===== src/rtl/urpn_pkg.sv =====
// ----------------------------------------------------------------------------
// urpn_pkg
// shared types and constants of the rgb packet node with pwm led drive
// ----------------------------------------------------------------------------
package urpn_pkg;

    localparam int unsigned BYTE_W = 8;

    localparam logic [BYTE_W-1:0] PWM_WRAP     = 8'd255;
    localparam logic [BYTE_W-1:0] HEADER_BYTES = 8'd4;

    // parser positions
    localparam logic [BYTE_W-1:0] POS_IDLE  = 8'd0;
    localparam logic [BYTE_W-1:0] POS_RED   = 8'd1;
    localparam logic [BYTE_W-1:0] POS_GREEN = 8'd2;
    localparam logic [BYTE_W-1:0] POS_BLUE  = 8'd3;

    localparam logic [BYTE_W-1:0] DUTY_RESET = 8'd1;

    // item kinds
    localparam logic OP_BYTE = 1'b0;
    localparam logic OP_TICK = 1'b1;

    typedef struct packed {
        logic [BYTE_W-1:0] red;
        logic [BYTE_W-1:0] green;
        logic [BYTE_W-1:0] blue;
    } t_duty;

    typedef struct packed {
        logic              tx_valid;
        logic [BYTE_W-1:0] tx_byte;
        logic              red_on;
        logic              green_on;
        logic              blue_on;
        logic              packet_active;
    } t_result;

endpackage


===== src/rtl/urpn_parser.sv =====
// ----------------------------------------------------------------------------
// urpn_parser
// packet parser: length byte, three duty bytes, then forwarded bytes
// ----------------------------------------------------------------------------
module urpn_parser
    import urpn_pkg::*;
(
    input  logic              i_clk,
    input  logic              i_rst_n,
    input  logic              i_en,
    input  logic [BYTE_W-1:0] i_byte,
    output logic              o_tx_valid,
    output logic [BYTE_W-1:0] o_tx_byte,
    output logic              o_active,
    output t_duty             o_duty
);

    logic [BYTE_W-1:0] r_pos,  n_pos;
    logic [BYTE_W-1:0] r_len,  n_len;
    t_duty             r_duty, n_duty;
    logic [BYTE_W-1:0] w_inc;

    assign w_inc = r_pos + 8'd1;

    always_comb begin
        n_pos      = r_pos;
        n_len      = r_len;
        n_duty     = r_duty;
        o_tx_valid = 1'b0;
        o_tx_byte  = '0;
        if (i_en) begin
            if (r_pos == POS_IDLE) begin
                n_len = i_byte;
                n_pos = POS_RED;
            end else begin
                unique case (r_pos)
                    POS_RED:   n_duty.red   = i_byte;
                    POS_GREEN: n_duty.green = i_byte;
                    POS_BLUE:  n_duty.blue  = i_byte;
                    default: begin
                        o_tx_valid = 1'b1;
                        o_tx_byte  = i_byte;
                    end
                endcase
                // packet end
                if (w_inc >= HEADER_BYTES && w_inc >= r_len) begin
                    n_pos = POS_IDLE;
                end else begin
                    n_pos = w_inc;
                end
            end
        end
    end

    assign o_active = (n_pos != POS_IDLE);
    assign o_duty   = r_duty;

    always_ff @(posedge i_clk) begin
        if (!i_rst_n) begin
            r_pos        <= POS_IDLE;
            r_len        <= '0;
            r_duty.red   <= DUTY_RESET;
            r_duty.green <= DUTY_RESET;
            r_duty.blue  <= DUTY_RESET;
        end else begin
            r_pos  <= n_pos;
            r_len  <= n_len;
            r_duty <= n_duty;
        end
    end

endmodule


===== src/rtl/urpn_pwm.sv =====
// ----------------------------------------------------------------------------
// urpn_pwm
// pwm counter with a period of 255 ticks and three led levels
// ----------------------------------------------------------------------------
module urpn_pwm
    import urpn_pkg::*;
(
    input  logic       i_clk,
    input  logic       i_rst_n,
    input  logic       i_tick,
    input  t_duty      i_duty,
    output logic [2:0] o_levels
);

    logic [BYTE_W-1:0] r_cnt, n_cnt;
    logic [2:0]        r_lvl, n_lvl;
    logic [BYTE_W-1:0] w_cnt;
    logic [2:0]        w_lvl;

    always_comb begin
        w_cnt = r_cnt;
        w_lvl = r_lvl;
        if (r_cnt == PWM_WRAP) begin
            w_cnt = '0;
            w_lvl = 3'b111;
        end
        n_cnt = r_cnt;
        n_lvl = r_lvl;
        if (i_tick) begin
            n_lvl[0] = w_lvl[0] & (w_cnt != i_duty.red);
            n_lvl[1] = w_lvl[1] & (w_cnt != i_duty.green);
            n_lvl[2] = w_lvl[2] & (w_cnt != i_duty.blue);
            n_cnt    = w_cnt + 8'd1;
        end
    end

    assign o_levels = n_lvl;

    always_ff @(posedge i_clk) begin
        if (!i_rst_n) begin
            r_cnt <= '0;
            r_lvl <= '0;
        end else begin
            r_cnt <= n_cnt;
            r_lvl <= n_lvl;
        end
    end

endmodule


===== src/rtl/uart_rgb_packet_node_pwm.sv =====
// ----------------------------------------------------------------------------
// uart_rgb_packet_node_pwm
// rgb led node: parses byte packets into duty values, forwards the payload
// and drives three pwm led levels from timer ticks
// the result beat is registered, shown in the cycle after its input beat is accepted
// throughput: one beat per cycle while results are taken, the result register set by the accepted beat
// the input side stalls only while a held result is not taken
// reset: synchronous active low, duties to 1, counter, levels and parser idle
// ----------------------------------------------------------------------------
module uart_rgb_packet_node_pwm
    import urpn_pkg::*;
(
    input  logic              i_clk,
    input  logic              i_rst_n,
    input  logic              i_valid,
    output logic              o_ready,
    input  logic              i_op,
    input  logic [BYTE_W-1:0] i_rx_byte,
    output logic              o_valid,
    input  logic              i_ready,
    output logic              o_tx_valid,
    output logic [BYTE_W-1:0] o_tx_byte,
    output logic              o_red_on,
    output logic              o_green_on,
    output logic              o_blue_on,
    output logic              o_packet_active
);

    logic              w_accept;
    logic              w_tx_valid;
    logic [BYTE_W-1:0] w_tx_byte;
    logic              w_active;
    logic [2:0]        w_levels;
    t_duty             w_duty;
    t_result           n_res;
    t_result           r_res;
    logic              r_out_valid;

    assign o_ready  = !r_out_valid || i_ready;
    assign w_accept = i_valid && o_ready;

    urpn_parser u_parser (
        .i_clk      (i_clk),
        .i_rst_n    (i_rst_n),
        .i_en       (w_accept && (i_op == OP_BYTE)),
        .i_byte     (i_rx_byte),
        .o_tx_valid (w_tx_valid),
        .o_tx_byte  (w_tx_byte),
        .o_active   (w_active),
        .o_duty     (w_duty)
    );

    urpn_pwm u_pwm (
        .i_clk    (i_clk),
        .i_rst_n  (i_rst_n),
        .i_tick   (w_accept && (i_op == OP_TICK)),
        .i_duty   (w_duty),
        .o_levels (w_levels)
    );

    always_comb begin
        n_res.tx_valid      = w_tx_valid;
        n_res.tx_byte       = w_tx_byte;
        n_res.red_on        = w_levels[0];
        n_res.green_on      = w_levels[1];
        n_res.blue_on       = w_levels[2];
        n_res.packet_active = w_active;
    end

    always_ff @(posedge i_clk) begin
        if (!i_rst_n) begin
            r_out_valid <= 1'b0;
        end else if (o_ready) begin
            r_out_valid <= i_valid;
        end
    end

    always_ff @(posedge i_clk) begin
        if (w_accept) begin
            r_res <= n_res;
        end
    end

    assign o_valid         = r_out_valid;
    assign o_tx_valid      = r_res.tx_valid;
    assign o_tx_byte       = r_res.tx_byte;
    assign o_red_on        = r_res.red_on;
    assign o_green_on      = r_res.green_on;
    assign o_blue_on       = r_res.blue_on;
    assign o_packet_active = r_res.packet_active;

endmodule


===== config.mk =====
export PLATFORM = sky130hd
export DESIGN_NAME = uart_rgb_packet_node_pwm
export DESIGN_NICKNAME = d
export VERILOG_FILES = /design/src/rtl/urpn_pkg.sv /design/src/rtl/urpn_parser.sv /design/src/rtl/urpn_pwm.sv /design/src/rtl/uart_rgb_packet_node_pwm.sv
export SDC_FILE = /design/constraint.sdc
export NUM_CORES = 1
export LEC_CHECK = 0
export BUFFER_PORTS_ARGS = -buffer_cell sky130_fd_sc_hd__clkbuf_2
export CORE_AREA = 2 2 93 95
export DETAILED_ROUTE_END_ITERATION = 8
export DIE_AREA = 0 0 95 97
export GPL_TIMING_DRIVEN = 0
export HOLD_SLACK_MARGIN = 0.05
export PLACE_DENSITY = 0.62
export SYNTH_ARGS = -nofsm -noshare
export SYNTH_HDL_FRONTEND = slang
export SYNTH_SLANG_ARGS = --single-unit

===== constraint.sdc =====
create_clock -name i_clk -period 2.9 [get_ports i_clk]
set_input_delay 0.435 -clock i_clk [delete_from_list [all_inputs] [get_ports i_clk]]
set_output_delay 0.435 -clock i_clk [all_outputs]
set_load 0.005 [all_outputs]

==> Word-level counts from Yosys, hierarchy flattened <==
Cells that the tools add are included.
Widths: inputs -> output; s select.
{ "classes": {"n_addsub": 2, "eq_ne": 7, "reduce_logical": 15, "n_bitwise": 6, "order_cmp": 2, "mux": 7} }
{ "op_table": {"columns": ["op", "n"], "rows": [
  ["$mux 8", 4],
  ["$ne 8x8->1", 3],
  ["$add 8x1->8 const B", 2],
  ["$eq 8x2->1 const B", 2],
  ["$reduce_and 3->1", 3],
  ["$eq 8x1->1 const B", 1],
  ["$eq 8x8->1 const B", 1],
  ["$ge 8x3->1 const B", 1],
  ["$ge 8x8->1", 1],
  ["$logic_not 8->1", 1],
  ["$reduce_bool 8->1", 1],
  ["$mux 3", 2],
  ["$reduce_or 5->1", 1],
  ["$logic_and 1x1->1", 4],
  ["$and 1x1->1", 3],
  ["$not 1->1", 3],
  ["$reduce_or 3->1", 1],
  ["$reduce_and 2->1", 1],
  ["$reduce_or 2->1", 1],
  ["$logic_not 1->1", 1],
  ["$logic_or 1x1->1", 1],
  ["$mux 1", 1]
]} }
{ "totals": {"input_bits": 13, "register_bits": 65, "word_cells": 53} }

==> Depth between registers and ports, before layout <==
Gate-level depths: netlist (run 1).
{ "logic_depth": {"ltp_word": 7, "ltp_mapped": 11, "ltp_nobuf": 10} }

==> Hierarchy <==
A second synthesis (run 1) with hierarchy kept.
{ "hier_totals": {"cells_unflattened": 429, "area_unflattened_um2": 3870.0} }
{ "by_module_without_submodules": {"columns": ["module", "area_per_inst_um2", "cells_each", "instances"], "rows": [
  ["urpn_parser", 2207.1, 258, 1],
  ["urpn_pwm", 1202.4, 151, 1],
  ["uart_rgb_packet_node_pwm", 460.4, 20, 1]
]} }

==> Least setup slack after synthesis (run 1) <==
No wires, ideal clock.
{ "synth_timing": {"path_type": "reg2reg", "startpoint": "reg u_parser.r_pos[0]", "endpoint": "reg r_res (netlist bit o_packet_active), data pin", "synth_period_minus_slack_ps": 2394, "path_stages_with_launch": 12, "t_arrival_ps": 2241, "setup_slack_ps": 506, "cell_sequence": "dfxtp_1 > ha_1 > buf_2 > nand3_2 > xnor2_1 > ha_1 > a21o_1 > a211oi_1 > nand3_1 > o21ai_1 > nor3_1 > o22ai_1"} }
{ "synth_via": {"elab_chain_len": 7, "elab_cells_between_ends": 9, "classes_between": "add/sub (1); order compare (2); mux (3); reduce/logical (3)"} }
{ "synth_rtl": {"columns": ["element", "line_no", "source"], "rows": [
  ["from (decl)", "urpn_parser.sv:18", "logic [BYTE_W-1:0] r_pos, n_pos;"],
  ["from (signal assigned)", "urpn_parser.sv:66", "r_pos <= n_pos;"],
  ["$add 8x1->8", "urpn_parser.sv:23", "assign w_inc = r_pos + 8'd1;"],
  ["$ge 8x3->1 or $ge 8x8->1 (tied branches)", "urpn_parser.sv:46", "if (w_inc >= HEADER_BYTES && w_inc >= r_len) begin"],
  ["$logic_and 1x1->1", "urpn_parser.sv:46", null],
  ["$mux 8", "urpn_parser.sv:46", null],
  ["$mux 8", "urpn_parser.sv:32", "if (r_pos == POS_IDLE) begin"],
  ["$mux 8 *", "urpn_parser.sv:31", "if (i_en) begin"],
  ["$reduce_bool 8->1 *", "urpn_parser.sv:55", "assign o_active = (n_pos != POS_IDLE);"],
  ["named net u_parser.o_active", "urpn_parser.sv:14", "output logic o_active,"],
  ["to (signal assigned)", "uart_rgb_packet_node_pwm.sv:80", "r_res <= n_res;"],
  ["to (decl)", "uart_rgb_packet_node_pwm.sv:36", "t_result r_res;"]
]} }
Mark *: on every way through the listed nets, which the timed path passes. The rest lies on a longest branch.
A chain may end at the register's enable or synchronous reset.

==> Final worst setup path (run 1) <==
Same ends and word-level chain as after synthesis.

==> results of run 1 <==
-- layout make-up --
cell class / count / area share
multi-input cells: 305 / 0.495
flip-flops and latches: 65 / 0.345
well taps: 105 / 0.0315
repair buffers: 26 / 0.0312
plain buffers: 25 / 0.0300
clock buffers: 9 / 0.0297
clock inverters: 7 / 0.0228
inverters: 17 / 0.0153
-- sequential cells by signal (all words and copies together) (netlist names) --
register         count
o_blue_on            1
o_green_on           1
o_packet_active      1
o_red_on             1
o_tx_byte            8
o_tx_valid           1
o_valid              1
u_parser.o_duty     24
u_parser.r_len       8
u_parser.r_pos       8
u_pwm.r_cnt          8
u_pwm.r_lvl          3
-- how the worst max path moves through the flow --
stage	from	slack, ns	endpoint	cells past startpoint
6_report	u_parser.r_pos[0]	0.26	o_packet_active	11
5_1_grt	u_parser.r_pos[0]	0.04	o_packet_active	11
4_1_cts	u_parser.r_pos[1]	0.03	o_packet_active	11
3_5_place_dp	u_parser.r_pos[0]	-0.02	u_parser.r_pos[6]	11
3_3_place_gp	u_parser.r_pos[0]	-0.01	u_parser.r_pos[6]	11
2_1_floorplan	u_parser.r_pos[0]	0.51	o_packet_active	11
-- repair_timing --
item | in CTS | in global routing
resized for setup | 2 | 11
setup endpoints to repair | 3 | 9
endpoints found under the hold margin | 0 | 0
hold buffers | 0 | 0
pin swaps | 0 | 2
-- power by group --
group	internal, W	switching [W]	leakage [nW]
Combinational	0.0000647	0.000105	0.979
Clock	0.000484	0.000364	0.109
Sequential	0.000943	0.0000134	0.552
Total	0.00149	0.000483	1.64
-- worst max-delay path, delay by kind of cell (launching register included) --
kind / cells / cell delay [ns]
adder cells (fa/ha/maj): 2 / 0.45
XOR/XNOR: 1 / 0.17
buffers and inverters: 1 / 0.19
AND/OR/NAND/NOR: 2 / 0.33
AO/OA/AOI/OAI: 5 / 0.91
flip-flops: 1 / 0.41
-- cells by family (layout without fill, tap and decap cells) --
logic type | count (synthesis) | after routing
AND/OR/NAND/NOR | 163 | 163
AO/OA/AOI/OAI | 90 | 90
flip-flops | 65 | 65
buffers and inverters | 42 | 84
multiplexers | 25 | 25
XOR/XNOR | 15 | 15
adder cells (fa/ha/maj) | 12 | 12
-- cell usage after synthesis, types with 2 or more instances --
cell type  number
a21boi_0       14
nor2_1         22
o21ai_0        24
inv_1          17
clkbuf_1       10
o21ai_1         2
nor2b_1        29
and3_1          5
nand3_2         3
o211ai_1        7
xor2_1          6
nor4_2          2
nor3b_1         4
dfxtp_1        52
or2_2           2
xnor2_1         9
a31oi_1         3
o22ai_1         3
o2111ai_1       2
mux2i_1        25
and2_1         12
o221ai_1        2
nor3_1          7
o31ai_1         2
nand3_1        16
a22oi_1         7
edfxtp_1       13
buf_2          10
ha_1           12
a222oi_1        2
nand4_1         3
nand2_1        40
nand2b_1        4
a21o_1          3
or3_1           4
buf_4           4
a21oi_1        11
nand3b_1        2
-- through the flow --
stage	hold slack [ns]	instance area [um2]	cells
global route	0.401	4170	559
global placement	0.454	3900	543
CTS	0.390	4130	559
finish	0.405	4170	559
floorplan	0.441	3640	412
detailed placement	0.456	3900	543
-- per-layer routing --
layer / vias up / global-route usage / wire [um]
li1: 1527 / - / -
met1: 1460 / 0.304 / 4610
met2: 90 / 0.304 / 3920
met3: 10 / 0.0343 / 390
met4: 0 / 0.0713 / 178
met5: - / 0 / 0
==> impl_metrics.toml, run 1 <==
[timing]
hold_viol = 0
period_minus_slack_ns = 2.64
skew_ns = 0.0125
fin_setup_tns_ns = 0
max_freq_mhz = 379
timing.final.crit_share = 0.909
slew_violations = 0
worst_slack_ns = 0.263
relSlewSlack = 0.500
setup_viol = 0
rsz0062_at_grt = "no"
worst_slew_pin_slew_ns = 0.749

[clock_network]
clk_latency_ns = 0.34
cts_sinks = 65
cts_tree = "built"
cts_buffers = 9
clk_pin_slew_ns = 0.08
postCtsSetupBuffers = 0
cts_root_buffer = "clkbuf_8"
clock_path_buffers = 2
cts_max_level = 3

[final_layout]
drive_above_1_share = 0.167
post-route-util = 0.513
layout_common_cells = "dfxtp_1 (50), nand2_1 (40), nor2b_1 (29)"
nets = 474
antennaDiodeCount = 0
area_growth_pct = 14.6
multiInputGateArea_mm2 = 0.00207
ff_latch_area_mm2 = 0.00144
final_common_cell = "dfxtp_1"
num-fill-cells = 764

[setup_path]
cp-end-kind = "flip-flop"
cp.required_ns = 3.08
rr_worst_depth = 11
cp-start-kind = "flip-flop"
crit_path_max_fanout = 9
cpMostUsedCell = "ha_1"
critPathKind = "flip-flop to flip-flop"
path_cells = "ha_1, clkbuf_4, nand3_4, xnor2_2, ha_1, a21o_1, a211oi_2, nand3_1, o21ai_2, a21oi_1, o22ai_1"
cp_slowest_cell = "dfxtp_4"
slowest_delay_ns = 0.41
critPathArrivalTime_ns = 2.82
worstReg2RegEnd = "o_packet_active"
r2r_start = "u_parser.r_pos[0]"
r2r_setup_slack_ns = 0.26

[drt]
drc_errors = 0
vias = 3087
drt_iter0_drc = 230
ant_nets = 0
routed_via_density = 5.52
wire_per_inst_um = 16.3
firstDrtPassIters = 5
wl_mm = 9.10

[synth]
synth_compound_area_frac = 0.164
synth_fa_ha_area_frac = 0.0412
synth-seq-cells = 65
synth_top_area_share = 0.286
ys_warn_count = 0
synth_top_family_by_area = "simple AND/OR/NAND/NOR gates"
synthCells = 412
synth_cell_types = 55
synth-simple-area-share = 0.246
syn-cell-area_mm2 = 0.00364
synth-xor-area-share = 0.0361
synthTopCellsByArea = "dfxtp_1 (29%), edfxtp_1 (11%), mux2i_1 (6.9%)"
yosysTopAreaCell = "dfxtp_1"
synth_nets = 437
synth_ff_type = "dfxtp_1"
syn_avg_cell_area_um2 = 8.84
synth_seq_area_share = 0.393
async_reset_ff_frac = 0
synthMuxAreaShare = 0.0687
synth_edf_count = 13

[worst_hold_path]
worstHoldStart = "i_valid"
hold_path.class = "primary input to flip-flop"
hold_path_end = "o_valid"
holdPathStages = 3

[grt]
grt_overflow = 0
antenna_found_initial = 0
grt_pass1_wl_mm = 14.6
track_usage = 0.207
grt_pass1_vias = 2850
grt_start_max_net_pins = 15

[pwr]
p_leak_nw = 1.64
vdd_ir_drop_max_mv = 0.264
finalPower_w = 0.00197
power_density_mw_per_mm2 = 473

[die]
rows = 33
die_h_um = 97
die_area_mm2 = 0.00922
io-pin-count = 28
initial_core_util = 0.448
coreArea_mm2 = 0.00813
die_w_um = 95

[placement]
globalplace.congestion = 0.858
post-dp-hpwl_mm = 6.66
dpl_worst_slack_ns = -0.0153
portBuffers = 26

[run_status]
status = "complete, no violations"

[job]
max_cap_violations = 0
(Power assumes the default switching activity.)
==> run 2: changes to the inputs <==
--- a/config.mk
+++ b/config.mk
@@ -5,13 +5,14 @@
 export SDC_FILE = /design/constraint.sdc
 export NUM_CORES = 1
 export LEC_CHECK = 0
-export BUFFER_PORTS_ARGS = -buffer_cell sky130_fd_sc_hd__clkbuf_2
-export CORE_AREA = 2 2 93 95
+export CORE_AREA = 2 2 96 98
 export DETAILED_ROUTE_END_ITERATION = 8
-export DIE_AREA = 0 0 95 97
+export DIE_AREA = 0 0 98 100
+export DONT_BUFFER_PORTS = 1
 export GPL_TIMING_DRIVEN = 0
 export HOLD_SLACK_MARGIN = 0.05
-export PLACE_DENSITY = 0.62
+export PLACE_DENSITY = 0.59
 export SYNTH_ARGS = -nofsm -noshare
 export SYNTH_HDL_FRONTEND = slang
+export SYNTH_HIERARCHICAL = 1
 export SYNTH_SLANG_ARGS = --single-unit
==> impl_metrics.toml, run 2 <==
[drt]
wire_per_inst_um = 18.0
ant_nets = 0
firstDrtPassIters = 5
drc_errors = 0
wl_mm = 10.0
routed_via_density = 5.97
drt_iter0_drc = 244
vias = 3318

[clock_network]
cts-hold-fix-buffers = 0
cts_buffers = 9
cts_max_level = 3
cts_root_buffer = "clkbuf_8"
postCtsSetupBuffers = 0
cts_sinks = 65
clk_pin_slew_ns = 0.08
clock_path_buffers = 2
clk_latency_ns = 0.35
cts_tree = "built"

[synth]
synth-xor-area-share = 0.0249
synth_cell_types = 77
synth_top_area_share = 0.269
synthMuxAreaShare = 0.0259
synth_nets = 455
synth_fa_ha_area_frac = 0.0420
synth_compound_area_frac = 0.214
synth_common_cells = "dfxtp_1 (52), nand2_1 (38), nand3_1 (34), inv_1 (29)"
yosysTopAreaCell = "dfxtp_1"
ys_warn_count = 6
synthTopCellsByArea = "dfxtp_1 (27%), edfxtp_1 (10%), nand3_1 (4.4%)"
synth_edf_count = 13
yosysMostFrequentCell = "dfxtp_1"
syn_avg_cell_area_um2 = 9.02
async_reset_ff_frac = 0
synth-simple-area-share = 0.248
synth_top_family_by_area = "simple AND/OR/NAND/NOR gates"
synth_seq_area_share = 0.370
synth_ff_type = "dfxtp_1"
syn-cell-area_mm2 = 0.00387
synth-seq-cells = 65
synthCells = 429

[timing]
timing.final.crit_share = 0.936
worst_slew_pin_slew_ns = 0.739
period_minus_slack_ns = 2.72
skew_ns = 0.0114
hold_viol = 0
relSlewSlack = 0.507
setup_viol = 0
max_freq_mhz = 368
slew_violations = 0

[die]
coreArea_mm2 = 0.00889
io-pin-count = 28
rows = 35
initial_core_util = 0.435
die_h_um = 100
die_area_mm2 = 0.00980
die_w_um = 98

[placement]
place_inst = 540
portBuffers = 0
globalplace.congestion = 0.922
post-dp-hpwl_mm = 7.33

[grt]
grt_pass1_vias = 3230
grt_start_max_net_pins = 15
antenna_found_initial = 0
track_usage = 0.211
grt_pass1_wl_mm = 16.3
grt_overflow = 0

[setup_path]
cp.required_ns = 3.07
cp-start-kind = "flip-flop"
cpMostUsedCell = "a21oi_1"
cp_num_buf_inv = 1
path_cells = "ha_4, nand3_1, xnor2_1, inv_1, ha_1, or4_1, a21oi_1, o31a_1, a21oi_1, o221ai_1"
crit_path_max_fanout = 9
path_delay_family = "compound AO/OA/AOI/OAI gates"
slowest_delay_ns = 0.51
critPathArrivalTime_ns = 2.88
critPathKind = "flip-flop to flip-flop"
cp-end-kind = "flip-flop"
cp_slowest_cell = "or4_1"

[final_layout]
drive_above_1_share = 0.128
stdcell_count = 556
final_common_cell = "dfxtp_1"
nets = 466
largest_reg_flops = 24
antennaDiodeCount = 0
area_growth_pct = 9.12
layout_common_cells = "dfxtp_1 (50), nand2_1 (38), nand3_1 (34)"

[job]
max_cap_violations = 0

[pwr]
p_leak_nw = 1.62
finalPower_w = 0.00187
vdd_ir_drop_max_mv = 0.198
power_density_mw_per_mm2 = 443

[worst_hold_path]
hold_path.class = "primary input to flip-flop"

[run_status]
status = "complete, no violations"
[run 2: cells by family (layout without fill, tap and decap cells)]
family          after synthesis  after routing
mux                          10             10
simple gates                164            164
xor+xnor                     11             11
flops                        65             65
compound gates              109            109
fa+ha+maj                    13             13
buf+inv                      57             73
[run 2: per-stage QoR]
stage	TNS [ns]	hold slack (ns)	area [um2]	util	setup WS, ns
3_3_place_gp	-0.881	0.457	4010	0.451	-0.179
4_1_cts	0	0.216	4200	0.473	0.0116
5_1_grt	-0.0166	0.215	4220	0.475	-0.0166
6_report	0	0.231	4220	0.475	0.184
3_5_place_dp	-1.02	0.457	4010	0.451	-0.183
2_1_floorplan	0	0.441	3870	-	0.390
[run 2: what timing repair did]
item                                    in CTS  in global routing
gates resized for setup                      4                  4
pin swaps                                    0                  1
endpoints found under the setup margin       9                  5
[run 2: layout make-up]
type,count,area [um2]
multi-input cells,307,2170
fillers,863,4670
inverters,31,116
clock buffers,9,124
flip-flops and latches,65,1440
well taps,111,139
clock inverters,7,60.1
plain buffers,26,175
[run 2: routing by layer]
metal	global-route usage	vias up	wire length, um
met5	0	-	0
met4	0.0812	0	218
met3	0.0446	14	631
met2	0.347	117	4710
met1	0.275	1582	4460
li1	-	1605	-
[run 2: worst paths after layout]
check,cells past startpoint,slack [ns],to,start
setup / recovery,10,0.18,o_packet_active,u_parser/r_pos[0]
hold / removal,2,0.23,u_parser/o_duty[15],i_rx_byte[7]
setup reg to reg,10,0.18,o_packet_active,u_parser/r_pos[0]
hold reg to reg,2,0.48,u_parser/o_duty[16],u_parser/o_duty[16]
[run 2: report_power, final]
part	internal (W)	switching [W]
Combinational	0.0000716	0.000108
Sequential	0.000946	0.0000203
Clock	0.000324	0.000400
==> run 3: changes to the inputs <==
--- a/config.mk
+++ b/config.mk
@@ -5,9 +5,10 @@
 export SDC_FILE = /design/constraint.sdc
 export NUM_CORES = 1
 export LEC_CHECK = 0
-export CORE_AREA = 2 2 96 98
+export ABC_AREA = 1
+export CORE_AREA = 2 2 92 94
 export DETAILED_ROUTE_END_ITERATION = 8
-export DIE_AREA = 0 0 98 100
+export DIE_AREA = 0 0 94 96
 export DONT_BUFFER_PORTS = 1
 export GPL_TIMING_DRIVEN = 0
 export HOLD_SLACK_MARGIN = 0.05
==> impl_metrics.toml, run 3 <==
[run_status]
status = "complete, no violations"

[drt]
wl_met2_mm = 4.23
routed-wl-met3_um = 323
drt_iter0_drc = 134
firstDrtPassIters = 5
drc_errors = 0
met1_length_mm = 3.71
ant_nets = 0
routed_via_density = 4.99
highest_layer = "met4"
vias = 3043
wl_mm = 8.35
wire_per_inst_um = 13.7

[final_layout]
nets = 526
antennaDiodeCount = 0
layout_common_cells = "nand2_1 (115), inv_1 (69), dfxtp_1 (52)"
stdcell_count = 610
post-route-util = 0.482
largest_reg_flops = 24
final_common_cell = "nand2_1"
drive_above_1_share = 0.113
area_growth_pct = 9.23
num-fill-cells = 828

[synth]
syn-cell-area_mm2 = 0.00355
yosysMostFrequentCell = "nand2_1"
synth_common_cells = "nand2_1 (115), inv_1 (69), dfxtp_1 (52), nor2_1 (50), a21oi_1 (48)"
synth_edf_count = 13
synth-seq-cells = 65
async_reset_ff_frac = 0
synth_ff_type = "dfxtp_1"
synth_top_area_share = 0.293
yosysTopAreaCell = "dfxtp_1"
synth_seq_area_share = 0.403
synth_nets = 515
synthTopCellsByArea = "dfxtp_1 (29%), nand2_1 (12%), edfxtp_1 (11%)"
ys_warn_count = 6
syn_avg_cell_area_um2 = 7.26
synthCells = 489
synth_cell_types = 35

[setup_path]
critPathKind = "flip-flop to flip-flop"
cp.required_ns = 2.98
cp_num_buf_inv = 2
cpMostUsedCell = "nand2_1"
cp-start-kind = "flip-flop"
path_cells = "inv_1, nor2_2, nand3_1, nand2_1, inv_1, ha_1, nand2_1, o21a_1, nand2_1, nand2_1, nand2_1, nand2_1, nor2_1, nand3_1"
cp_slowest_cell = "dfxtp_1"
cp-end-kind = "flip-flop"
slowest_delay_ns = 0.45
path_delay_family = "simple AND/OR/NAND/NOR gates"
crit_path_max_fanout = 5
critPathArrivalTime_ns = 2.61

[clock_network]
cts_resized = 0
cts-hold-fix-buffers = 0
cts_buffers = 9
postCtsSetupBuffers = 0
clk_pin_slew_ns = 0.07
cts_root_buffer = "clkbuf_8"
cts_tree = "built"
cts_max_level = 3
clk_latency_ns = 0.34
clock_path_buffers = 2
cts_sinks = 65

[pwr]
p_leak_nw = 1.79
vdd_ir_drop_max_mv = 0.194
finalPower_w = 0.00185
power_density_mw_per_mm2 = 476

[job]
max_cap_violations = 0

[timing]
slew_violations = 0
hold_viol = 0
relSlewSlack = 0.643
fin_setup_tns_ns = 0
rsz0062_at_grt = "no"
setup_viol = 0
period_minus_slack_ns = 2.53
timing.final.crit_share = 0.871
skew_ns = 0.0102
worst_slew_pin_slew_ns = 0.533
max_freq_mhz = 396

[die]
rows = 33
io-pin-count = 28
initial_core_util = 0.441
die_h_um = 96
die_area_mm2 = 0.00902
coreArea_mm2 = 0.00805
die_w_um = 94

[placement]
globalplace.congestion = 0.876
post-dp-hpwl_mm = 6.53
portBuffers = 0
place_inst = 594

[grt]
antenna_found_initial = 0
track_usage = 0.201
grt_start_max_net_pins = 16
grt_pass1_wl_mm = 13.8
grt_overflow = 0
grt_pass1_vias = 2868

[worst_hold_path]
hold_path.class = "primary input to flip-flop"
run 3: layout make-up:
cell class / instances / area (um2) / share of cell area
multi-input combinational: 339 / 1750 / 0.451
clock inverter: 5 / 55.1 / 0.0142
clock buffer: 11 / 141 / 0.0364
sequential: 65 / 1430 / 0.369
tap: 105 / 131 / 0.0339
inverter: 74 / 280 / 0.0722
buffer: 11 / 91.3 / 0.0235
run 3: path summary, 6_finish.rpt:
kind,from,end,slack [ns],cells after the start
hold reg to reg,u_parser/r_len[0],u_parser/r_len[0],0.46,2
setup / recovery,u_parser/r_pos[0],o_packet_active,0.37,14
hold / removal,i_rst_n,o_valid,0.21,2
setup reg to reg,u_parser/r_pos[0],o_packet_active,0.37,14
run 3: cells by family (layout without fill, tap and decap cells):
group           Yosys count  count (layout)  synth area share
fa+ha+maj                13              13            0.0458
buf+inv                  85             101             0.105
compound gates           94              94             0.150
xor+xnor                  6               6            0.0148
flops                    65              65             0.403
simple gates            226             226             0.282
run 3: power by group:
| group | switching, W | total, W | internal, W | leakage [nW] |
|---|---|---|---|---|
| Clock | 0.000345 | 0.000765 | 0.000420 | 0.104 |
| Sequential | 0.0000146 | 0.000959 | 0.000945 | 0.553 |
| Combinational | 0.0000856 | 0.000123 | 0.0000372 | 1.13 |
| Total | 0.000446 | 0.00185 | 0.00140 | 1.79 |
run 3: metrics by stage:
step           instance area [um2]  worst slack (ns)  hold WS, ns
6_report                      3880             0.374        0.210
3_3_place_gp                  3680             0.403        0.446
3_5_place_dp                  3680             0.370        0.457
4_1_cts                       3880             0.349        0.196
5_1_grt                       3880            0.0628        0.194
2_1_floorplan                 3550             0.746        0.428
run 3: routing by layer:
metal / vias to the layer above / track usage
met5: - / 0
met4: 0 / 0.0725
met3: 7 / 0.0540
met2: 42 / 0.355
met1: 1404 / 0.234
li1: 1590 / -
